**config.mk**
```make
export PLATFORM = sky130hd
export DESIGN_NAME = multi_channel_timeout_watchdog_top_flat
export DESIGN_NICKNAME = d
export VERILOG_FILES = /design/src/rtl/mcw_pkg.sv /design/src/rtl/mcw_req_if.sv /design/src/rtl/mcw_res_if.sv /design/src/rtl/mcw_ctrl.sv /design/src/rtl/mcw_datapath.sv /design/src/rtl/multi_channel_timeout_watchdog_top.sv /design/src/flat_wrapper.sv
export VERILOG_INCLUDE_DIRS = /design/src /design/src/rtl
export SDC_FILE = /design/constraint.sdc
export NUM_CORES = 2
export LEC_CHECK = 0
export BUFFER_PORTS_ARGS = -buffer_cell sky130_fd_sc_hd__buf_2
export CORE_ASPECT_RATIO = 1.2
export CORE_MARGIN = 4
export CORE_UTILIZATION = 45
export DETAILED_ROUTE_END_ITERATION = 8
export GPL_TIMING_DRIVEN = 0
export PLACE_DENSITY = 0.59
export SLEW_MARGIN = 10
export SYNTH_ARGS = -nofsm -noshare
export SYNTH_HDL_FRONTEND = slang
export SYNTH_HIERARCHICAL = 1
export SYNTH_SLANG_ARGS = --single-unit
```
**constraint.sdc**
```tcl
create_clock -name clk -period 9 [get_ports clk]
set_input_delay 1.8 -clock clk [delete_from_list [all_inputs] [get_ports clk]]
set_output_delay 1.8 -clock clk [all_outputs]
set_load 0.1 [all_outputs]
```
**src/rtl/multi_channel_timeout_watchdog_top_macros.svh**
```systemverilog
// Assertion macros for the watchdog table.
`ifndef MULTI_CHANNEL_TIMEOUT_WATCHDOG_TOP_MACROS_SVH
`define MULTI_CHANNEL_TIMEOUT_WATCHDOG_TOP_MACROS_SVH

`ifndef ASSERT_OFF
`define MCW_ASSERT(lbl, prop, msg) \
  lbl: assert property (@(posedge clk) disable iff (rst) prop) else $error(msg);
`define MCW_ASSERT_RST(lbl, prop, msg) \
  lbl: assert property (@(posedge clk) prop) else $error(msg);
`else
`define MCW_ASSERT(lbl, prop, msg)
`define MCW_ASSERT_RST(lbl, prop, msg)
`endif

`endif

```
**src/rtl/mcw_pkg.sv**
```systemverilog
package mcw_pkg;

  localparam int SLOTS       = 16;
  localparam int MAX_RESULTS = 16;
  localparam int IDX_W       = (SLOTS > 1) ? $clog2(SLOTS) : 1;
  localparam int CNT_W       = $clog2(MAX_RESULTS + 1);
  localparam int ID_W        = 32;
  localparam int TMO_W       = 32;

  typedef enum logic [1:0] {
    CMD_ARM    = 2'd0,
    CMD_KICK   = 2'd1,
    CMD_DISARM = 2'd2,
    CMD_TICK   = 2'd3
  } cmd_e_t;

  typedef enum logic [1:0] {
    STS_OK        = 2'd0,
    STS_NOT_FOUND = 2'd1,
    STS_FULL      = 2'd2
  } status_t;

  typedef enum logic {
    KIND_STATUS = 1'b0,
    KIND_EXPIRY = 1'b1
  } kind_t;

  typedef enum logic [2:0] {
    ST_IDLE = 3'b001,
    ST_SCAN = 3'b010,
    ST_FIN  = 3'b100
  } state_t;

  typedef struct packed {
    logic load;
    logic step;
    logic fin;
  } ctl_cmd_t;

  typedef struct packed {
    logic scan_last;
    logic is_tick;
    logic out_busy;
    logic need_push;
    logic pend_valid;
  } dp_st_t;

endpackage

```
**src/rtl/mcw_req_if.sv**
```systemverilog
interface mcw_req_if import mcw_pkg::*; ();
  logic             valid;
  logic             ready;
  cmd_e_t           cmd;
  logic [ID_W-1:0]  cmd_id;
  logic [TMO_W-1:0] timeout;

  modport source (output valid, cmd, cmd_id, timeout, input ready);
  modport sink (input valid, cmd, cmd_id, timeout, output ready);
endinterface

```
**src/rtl/mcw_res_if.sv**
```systemverilog
interface mcw_res_if import mcw_pkg::*; ();
  logic            valid;
  logic            ready;
  kind_t           kind;
  status_t         status;
  logic [ID_W-1:0] expired_id;
  logic            last;

  modport source (output valid, kind, status, expired_id, last, input ready);
  modport sink (input valid, kind, status, expired_id, last, output ready);
endinterface

```
**src/rtl/mcw_ctrl.sv**
```systemverilog
module mcw_ctrl import mcw_pkg::*; (
  input  logic     clk,
  input  logic     rst,
  input  logic     req_valid,
  output logic     req_ready,
  input  dp_st_t   st,
  output ctl_cmd_t cmd
);

  state_t state, state_next;
  logic   fin_ok;

  assign fin_ok = !st.out_busy || (st.is_tick && !st.pend_valid);

  always_comb begin
    state_next = state;
    cmd        = '0;
    req_ready  = 1'b0;
    case (state)
      ST_IDLE: begin
        req_ready = 1'b1;
        if (req_valid) begin
          cmd.load   = 1'b1;
          state_next = ST_SCAN;
        end
      end
      ST_SCAN: begin
        if (!(st.need_push && st.out_busy)) begin
          cmd.step = 1'b1;
          if (st.scan_last) begin
            state_next = ST_FIN;
          end
        end
      end
      ST_FIN: begin
        if (fin_ok) begin
          cmd.fin    = 1'b1;
          state_next = ST_IDLE;
        end
      end
      default: state_next = ST_IDLE;
    endcase
  end

  always_ff @(posedge clk) begin
    if (rst) begin
      state <= ST_IDLE;
    end else begin
      state <= state_next;
    end
  end

endmodule

```
**src/rtl/mcw_datapath.sv**
```systemverilog
module mcw_datapath import mcw_pkg::*; (
  input  logic             clk,
  input  logic             rst,
  input  cmd_e_t           in_cmd,
  input  logic [ID_W-1:0]  in_cmd_id,
  input  logic [TMO_W-1:0] in_timeout,
  input  ctl_cmd_t         cmd,
  output dp_st_t           st,
  mcw_res_if.source        res
);

  logic [SLOTS-1:0] slot_valid;
  logic [ID_W-1:0]  slot_id        [SLOTS];
  logic [TMO_W-1:0] slot_timeout   [SLOTS];
  logic [TMO_W-1:0] slot_remaining [SLOTS];

  cmd_e_t           op_cmd;
  logic [ID_W-1:0]  op_id;
  logic [TMO_W-1:0] op_tmo;
  logic [IDX_W-1:0] idx;
  logic             match_found;
  logic [IDX_W-1:0] match_idx;
  logic             free_found;
  logic [IDX_W-1:0] free_idx;
  logic [CNT_W-1:0] exp_cnt;
  logic             pend_valid;
  logic [ID_W-1:0]  pend_id;

  logic             out_valid;
  kind_t            out_kind;
  status_t          out_status;
  logic [ID_W-1:0]  out_id;
  logic             out_last;

  logic             is_tick;
  logic             cur_valid;
  logic             cur_due;
  logic             room;
  logic [IDX_W-1:0] sel_idx;
  logic             out_load;

  assign is_tick   = (op_cmd == CMD_TICK);
  assign cur_valid = slot_valid[idx];
  assign cur_due   = slot_remaining[idx] <= TMO_W'(1);
  assign room      = exp_cnt < CNT_W'(MAX_RESULTS);
  assign sel_idx   = match_found ? match_idx : free_idx;
  assign out_load  = (cmd.step && st.need_push) || (cmd.fin && (!is_tick || pend_valid));

  assign st.scan_last  = (idx == IDX_W'(SLOTS - 1));
  assign st.is_tick    = is_tick;
  assign st.out_busy   = out_valid && !res.ready;
  assign st.need_push  = is_tick && cur_valid && cur_due && room && pend_valid;
  assign st.pend_valid = pend_valid;

  assign res.valid      = out_valid;
  assign res.kind       = out_kind;
  assign res.status     = out_status;
  assign res.expired_id = out_id;
  assign res.last       = out_last;

  always_ff @(posedge clk) begin
    if (rst) begin
      slot_valid <= '0;
      out_valid  <= 1'b0;
      pend_valid <= 1'b0;
    end else begin
      if (out_load) begin
        out_valid <= 1'b1;
      end else if (res.ready) begin
        out_valid <= 1'b0;
      end
      if (cmd.load) begin
        op_cmd      <= in_cmd;
        op_id       <= in_cmd_id;
        op_tmo      <= in_timeout;
        idx         <= '0;
        match_found <= 1'b0;
        free_found  <= 1'b0;
        exp_cnt     <= '0;
        pend_valid  <= 1'b0;
      end
      if (cmd.step) begin
        idx <= idx + 1'b1;
        if (is_tick) begin
          if (cur_valid) begin
            if (cur_due) begin
              if (room) begin
                slot_valid[idx] <= 1'b0;
                exp_cnt         <= exp_cnt + 1'b1;
                pend_valid      <= 1'b1;
                pend_id         <= slot_id[idx];
                if (pend_valid) begin
                  out_kind   <= KIND_EXPIRY;
                  out_status <= STS_OK;
                  out_id     <= pend_id;
                  out_last   <= 1'b0;
                end
              end else begin
                slot_remaining[idx] <= TMO_W'(1);
              end
            end else begin
              slot_remaining[idx] <= slot_remaining[idx] - 1'b1;
            end
          end
        end else begin
          if (cur_valid && slot_id[idx] == op_id && !match_found) begin
            match_found <= 1'b1;
            match_idx   <= idx;
          end
          if (!cur_valid && !free_found) begin
            free_found <= 1'b1;
            free_idx   <= idx;
          end
        end
      end
      if (cmd.fin) begin
        if (is_tick) begin
          pend_valid <= 1'b0;
          if (pend_valid) begin
            out_kind   <= KIND_EXPIRY;
            out_status <= STS_OK;
            out_id     <= pend_id;
            out_last   <= 1'b1;
          end
        end else begin
          out_kind  <= KIND_STATUS;
          out_id    <= op_id;
          out_last  <= 1'b1;
          case (op_cmd)
            CMD_ARM: begin
              if (match_found || free_found) begin
                slot_valid[sel_idx]     <= 1'b1;
                slot_id[sel_idx]        <= op_id;
                slot_timeout[sel_idx]   <= op_tmo;
                slot_remaining[sel_idx] <= op_tmo;
                out_status              <= STS_OK;
              end else begin
                out_status <= STS_FULL;
              end
            end
            CMD_KICK: begin
              if (match_found) begin
                slot_remaining[match_idx] <= slot_timeout[match_idx];
                out_status                <= STS_OK;
              end else begin
                out_status <= STS_NOT_FOUND;
              end
            end
            CMD_DISARM: begin
              if (match_found) begin
                slot_valid[match_idx] <= 1'b0;
                out_status            <= STS_OK;
              end else begin
                out_status <= STS_NOT_FOUND;
              end
            end
            default: out_status <= STS_OK;
          endcase
        end
      end
    end
  end

endmodule

```
**src/rtl/multi_channel_timeout_watchdog_top.sv**
```systemverilog
// Watchdog table of SLOTS slots, each holding a command id, a timeout and
// the time remaining.
// req channel: one request per operation (arm, kick, disarm, tick).
// res channel: arm, kick and disarm each give one status result; a tick
// gives one expiry notice per due slot, in slot order, with last set on
// the final one, and nothing when no slot is due.
// Sequence: a request is taken when idle, then the table is walked
// one slot per cycle while res does not hold the walk, then one finish
// step. The next request is taken the cycle after finish, so a request
// is not taken before the walk and finish of the last are through.
// A status result is registered at finish and is valid on res after it;
// expiry notices trail their slot, because each is held until the next due
// slot or the end of the walk decides its last flag.
// res has an output register: while res is stalled, the walk holds at a
// slot with a notice to hand over, and finish waits unless a tick has none.
// Reset (rst, synchronous) frees every slot, drops any pending result and
// returns to idle with req ready.
`include "multi_channel_timeout_watchdog_top_macros.svh"

module multi_channel_timeout_watchdog_top import mcw_pkg::*; (
  input logic       clk,
  input logic       rst,
  mcw_req_if.sink   req,
  mcw_res_if.source res
);

  ctl_cmd_t ctl_cmd;
  dp_st_t   dp_st;

  mcw_ctrl u_ctrl (
    .clk       (clk),
    .rst       (rst),
    .req_valid (req.valid),
    .req_ready (req.ready),
    .st        (dp_st),
    .cmd       (ctl_cmd)
  );

  mcw_datapath u_datapath (
    .clk        (clk),
    .rst        (rst),
    .in_cmd     (req.cmd),
    .in_cmd_id  (req.cmd_id),
    .in_timeout (req.timeout),
    .cmd        (ctl_cmd),
    .st         (dp_st),
    .res        (res)
  );

  `MCW_ASSERT(a_one_req, req.valid && req.ready |=> !req.ready, "request taken while busy")
  `MCW_ASSERT(a_step_room, ctl_cmd.step && dp_st.need_push |-> !dp_st.out_busy, "notice lost")
  `MCW_ASSERT(a_fin_room, ctl_cmd.fin |-> !dp_st.out_busy || (dp_st.is_tick && !dp_st.pend_valid), "result lost")
  `MCW_ASSERT_RST(a_rst_idle, rst |=> !res.valid && req.ready, "not idle after reset")

endmodule

```
**src/flat_wrapper.sv**
```systemverilog
// flat-port wrapper written by rule: the top's interface ports become plain ports
module multi_channel_timeout_watchdog_top_flat import mcw_pkg::*;
  (clk, rst, req_valid, req_cmd, req_cmd_id, req_timeout, req_ready, res_valid, res_kind, res_status, res_expired_id, res_last, res_ready);
  mcw_req_if req_i ();
  mcw_res_if res_i ();
  input logic clk;
  input logic rst;
  input wire logic [$bits(req_i.valid)-1:0] req_valid;
  input wire logic [$bits(req_i.cmd)-1:0] req_cmd;
  input wire logic [$bits(req_i.cmd_id)-1:0] req_cmd_id;
  input wire logic [$bits(req_i.timeout)-1:0] req_timeout;
  output wire logic [$bits(req_i.ready)-1:0] req_ready;
  output wire logic [$bits(res_i.valid)-1:0] res_valid;
  output wire logic [$bits(res_i.kind)-1:0] res_kind;
  output wire logic [$bits(res_i.status)-1:0] res_status;
  output wire logic [$bits(res_i.expired_id)-1:0] res_expired_id;
  output wire logic [$bits(res_i.last)-1:0] res_last;
  input wire logic [$bits(res_i.ready)-1:0] res_ready;
  assign req_i.valid = req_valid;
  assign req_i.cmd = req_cmd;
  assign req_i.cmd_id = req_cmd_id;
  assign req_i.timeout = req_timeout;
  assign req_ready = req_i.ready;
  assign res_valid = res_i.valid;
  assign res_kind = res_i.kind;
  assign res_status = res_i.status;
  assign res_expired_id = res_i.expired_id;
  assign res_last = res_i.last;
  assign res_i.ready = res_ready;
  multi_channel_timeout_watchdog_top u_core (.clk(clk), .rst(rst), .req(req_i), .res(res_i));
endmodule
```
==> results by group <==
Outcome
  • Status: complete, no violations

Placed design
  • PortBufs: 107
  • Area after DPL: 73000 µm²
  • GP Congestion: 0.914
  • Final HPWL DP: 129000 µm

Route
  • Antenna viol nets, final: 0
  • Vias per cell: 6.16
  • WL final: 190000 µm
  • # DRC: 0
  • Wire per inst: 33.1 µm
  • Via count: 35400
  • DR pass1 iterations: 5
  • Iter 0 DRT Violations: 4229

Finish
  • Final nets: 3724
  • Filler cells: 11600
  • Area growth syn-to-layout: 15.5%
  • Share of cells above drive strength 1: 27.3%
  • Fin area: 78300 µm²

Yosys
  • EDFF count, synth: 1689
  • Post-synth top area share: 74.8%
  • FFs w/ async S/R, synth: 0%
  • Syn. warnings: 6
  • Cells after Synth: 3243
  • FF+latch count, synth: 1718
  • Synth cell types: 79
  • Syn Std Cell Area: 67800 µm²
  • Area contributors post-synth: edfxtp_1, mux4_2, mux2i_1, dfxtp_1, o21ai_0
  • Area leader, netlist: edfxtp_1
  • Sequential area share after synthesis: 75.7%
  • Syn Area/Cell: 20.9 µm²
  • Dominant synthesized flop cell: edfxtp_1
  • Syn nets: 3324

Die
  • Die height: 433 µm
  • # rows: 155
  • Die ar.: 157000 µm²
  • Core Region: 149000 µm²
  • I/O pins: 108
  • Die width: 362 µm
  • Initial Utilization: 45.4%

Critical path
  • CP arrival: 8980 ps
  • Crit-path slowest cell: clkbuf_1
  • Worst Path Required: 9540 ps
  • CP peak stage delay: 950 ps
  • FF-to-FF path depth: 26
  • Setup Crit Path Kind: flop to flop
  • Worst path most repeated cell: buf_4
  • Crit start category: flop
  • R2R Setup Slk: 560 ps
  • Worst-path fanout max: 10
  • Worst setup EP type: flop
  • Reg2reg end: u_core/u_datapath/slot_remaining[12][15]

Clocking
  • Clk sinks: 1718
  • Clock root cell: clkbuf_16
  • Clock Latency Late Sink: 810 ps
  • CTS tree: yes
  • H-tree levels: 4
  • Post_cts resized: 9
  • Longest Clk Path Bufs: 3
  • Reg clk slew, reported paths: 60 ps
  • Postcts setup bufs: 0
  • Total CTS buffers: 165
  • Cts hold-fix bufs: 0

STA
  • Worst-margin pin slew: 1260 ps
  • Setup violations, final: 0
  • Relative slew margins: 16.2%
  • Smallest hold slack: 521 ps
  • Unrepaired setup endpoints after global routing: no
  • Tmin final: 8440 ps
  • Period utilization: 93.8%
  • Max-slew violations: 0
  • Fmax: 118 MHz
  • Fin. Hold Viols: 0
  • Clock skew: 42.2 ps

Power
  • Worst vdd ir: 0.200 mV
  • Pwr Density: 207 nW/µm²
  • Total Power Consumption: 16200 µW
  • Total leakage power: 0.0260 µW

Global routing
  • Largest net degree at the start of global routing: 31
  • Vias in the first global route: 35300
  • Total track usage: 24.2%
  • Initial antenna violation count: 8
  • First-pass GRT wire length: 268000 µm
  • Total congestion overflow: 0

Min path
  • Hold Crit Endpoint: u_core/u_datapath/slot_valid[7]
  • Hold Path Origin: u_core/u_datapath/slot_valid[7]
  • Hold WC Path Type: flop to flop
  • Worst hold stages: 2

Run
  • Maxcap violations: 0
==> cells in the mapped netlist (all sizes together), types with 17 or more instances <==
| cell type | instances |
|---|---|
| mux2i | 109 |
| a221oi | 31 |
| clkbuf | 74 |
| o21ai | 102 |
| xor2 | 31 |
| a21oi | 55 |
| nand4 | 17 |
| a22oi | 17 |
| nor3 | 31 |
| o22ai | 17 |
| buf | 89 |
| nor2 | 100 |
| dfxtp | 29 |
| xnor2 | 26 |
| nand2 | 122 |
| mux4 | 416 |
| inv | 35 |
| edfxtp | 1689 |
| a22o | 27 |
| a221o | 33 |
| nand3 | 30 |
==> state kept, by name (all words and copies together), names as in the netlist, 2 cells and up, named ones only <==
name / cells
u_core/u_datapath/op_id: 32
u_core/u_datapath/slot_valid: 16
u_core/u_datapath/res.status: 2
u_core/u_datapath/match_idx: 4
u_core/u_datapath/free_idx: 4
u_core/u_datapath/op_cmd: 2
u_core/u_datapath/op_tmo: 32
u_core/u_ctrl/state: 3
u_core/u_datapath/slot_id: 512
u_core/u_datapath/pend_id: 32
u_core/u_datapath/slot_timeout: 512
u_core/u_datapath/idx: 4
u_core/u_datapath/slot_remaining: 512
u_core/u_datapath/exp_cnt: 5
u_core/u_datapath/res.expired_id: 32
==> stage by stage <==
| step | instances | TNS (ps) | util (%) | worst slack (ps) |
|---|---|---|---|---|
| after floorplan | 3243 | 0 | - | 1210 |
| after global placement | 5312 | -3467720 | 47.4 | -4450 |
| after detailed placement | 5437 | -21920 | 48.9 | -322 |
| after CTS | 5736 | 0 | 52.4 | 33.9 |
| after global routing | 5738 | 0 | 52.4 | 188 |
| final | 5740 | 0 | 52.4 | 559 |
==> how the worst max path moves through the flow <==
stage	startpoint	endpoint	slack (ps)	cells after the start
after floorplan	flop	u_core/u_datapath/pend_id[0]	1210	21
after global placement	flop	u_core/u_datapath/slot_remaining[4][25]	-4450	22
after detailed placement	flop	u_core/u_datapath/slot_remaining[1][10]	-320	23
after CTS	flop	u_core/u_datapath/slot_remaining[5][24]	30	25
after global routing	flop	u_core/u_datapath/slot_remaining[5][24]	190	26
final	flop	u_core/u_datapath/slot_remaining[12][15]	560	26
==> layout make-up <==
type / instances / area, µm² / share of cell area (%)
tap: 1962 / 2450 / 3.14
multi-input combinational: 1325 / 15800 / 20.2
sequential: 1718 / 51300 / 65.5
inverter: 37 / 140 / 0.179
clock buffer: 208 / 4330 / 5.53
clock inverter: 91 / 823 / 1.05
buffer: 162 / 891 / 1.14
antenna: 3 / 7.51 / 0.00959
timing repair buffer: 234 / 2530 / 3.24
==> critical path, delay by kind of cell (launching register included) <==
kind / cells / cell delay, ps
AO/OA/AOI/OAI: 4 / 1500
adder cells (fa/ha/maj): 1 / 320
buffers and inverters: 11 / 3390
flip-flops: 1 / 410
multiplexers: 1 / 460
AND/OR/NAND/NOR: 9 / 2040
==> per-layer routing <==
layer | part of all wire, % | GRT usage (%) | up-vias
met1 | 40 | 33.4 | 19000
met4 | 3.1 | 7.78 | 0
met5 | 0 | 0 | -
met3 | 7.2 | 3.94 | 284
met2 | 50 | 40.0 | 1630
li1 | - | - | 14400
==> power by group <==
part | internal, µW | switching [µW]
clock | 3720 | 2980
sequential | 8760 | 81.5
combinational | 241 | 408
total | 12700 | 3470
==> layout by cell type (no fill, tap or decap), types with 33 or more instances in the layout <==
| cell type | count |
|---|---|
| edfxtp_1 | 1689 |
| mux4_2 | 413 |
| clkbuf_16 | 166 |
| buf_2 | 139 |
| nand2_1 | 121 |
| clkbuf_1 | 112 |
| mux2i_1 | 109 |
| o21ai_0 | 84 |
| nor2_1 | 71 |
| buf_4 | 66 |
| buf_12 | 56 |
| a21oi_1 | 49 |
| clkinv_1 | 38 |
| inv_1 | 34 |
| a221o_1 | 33 |
==> cells by family (layout without fill, tap and decap cells) <==
family	Yosys count	in the layout	synth area share, %
buffers and inverters	200	732	1.52
muxes	537	537	15.6
and+or+nand+nor	384	384	2.81
DFF	1718	1718	75.7
xor gates and xnor gates	57	57	0.736
AOI/OAI and AO/OA	336	336	3.43
adders and majority gates	11	11	0.203
other	0	3	0
Note: power is estimated with default switching activity, not from simulation.
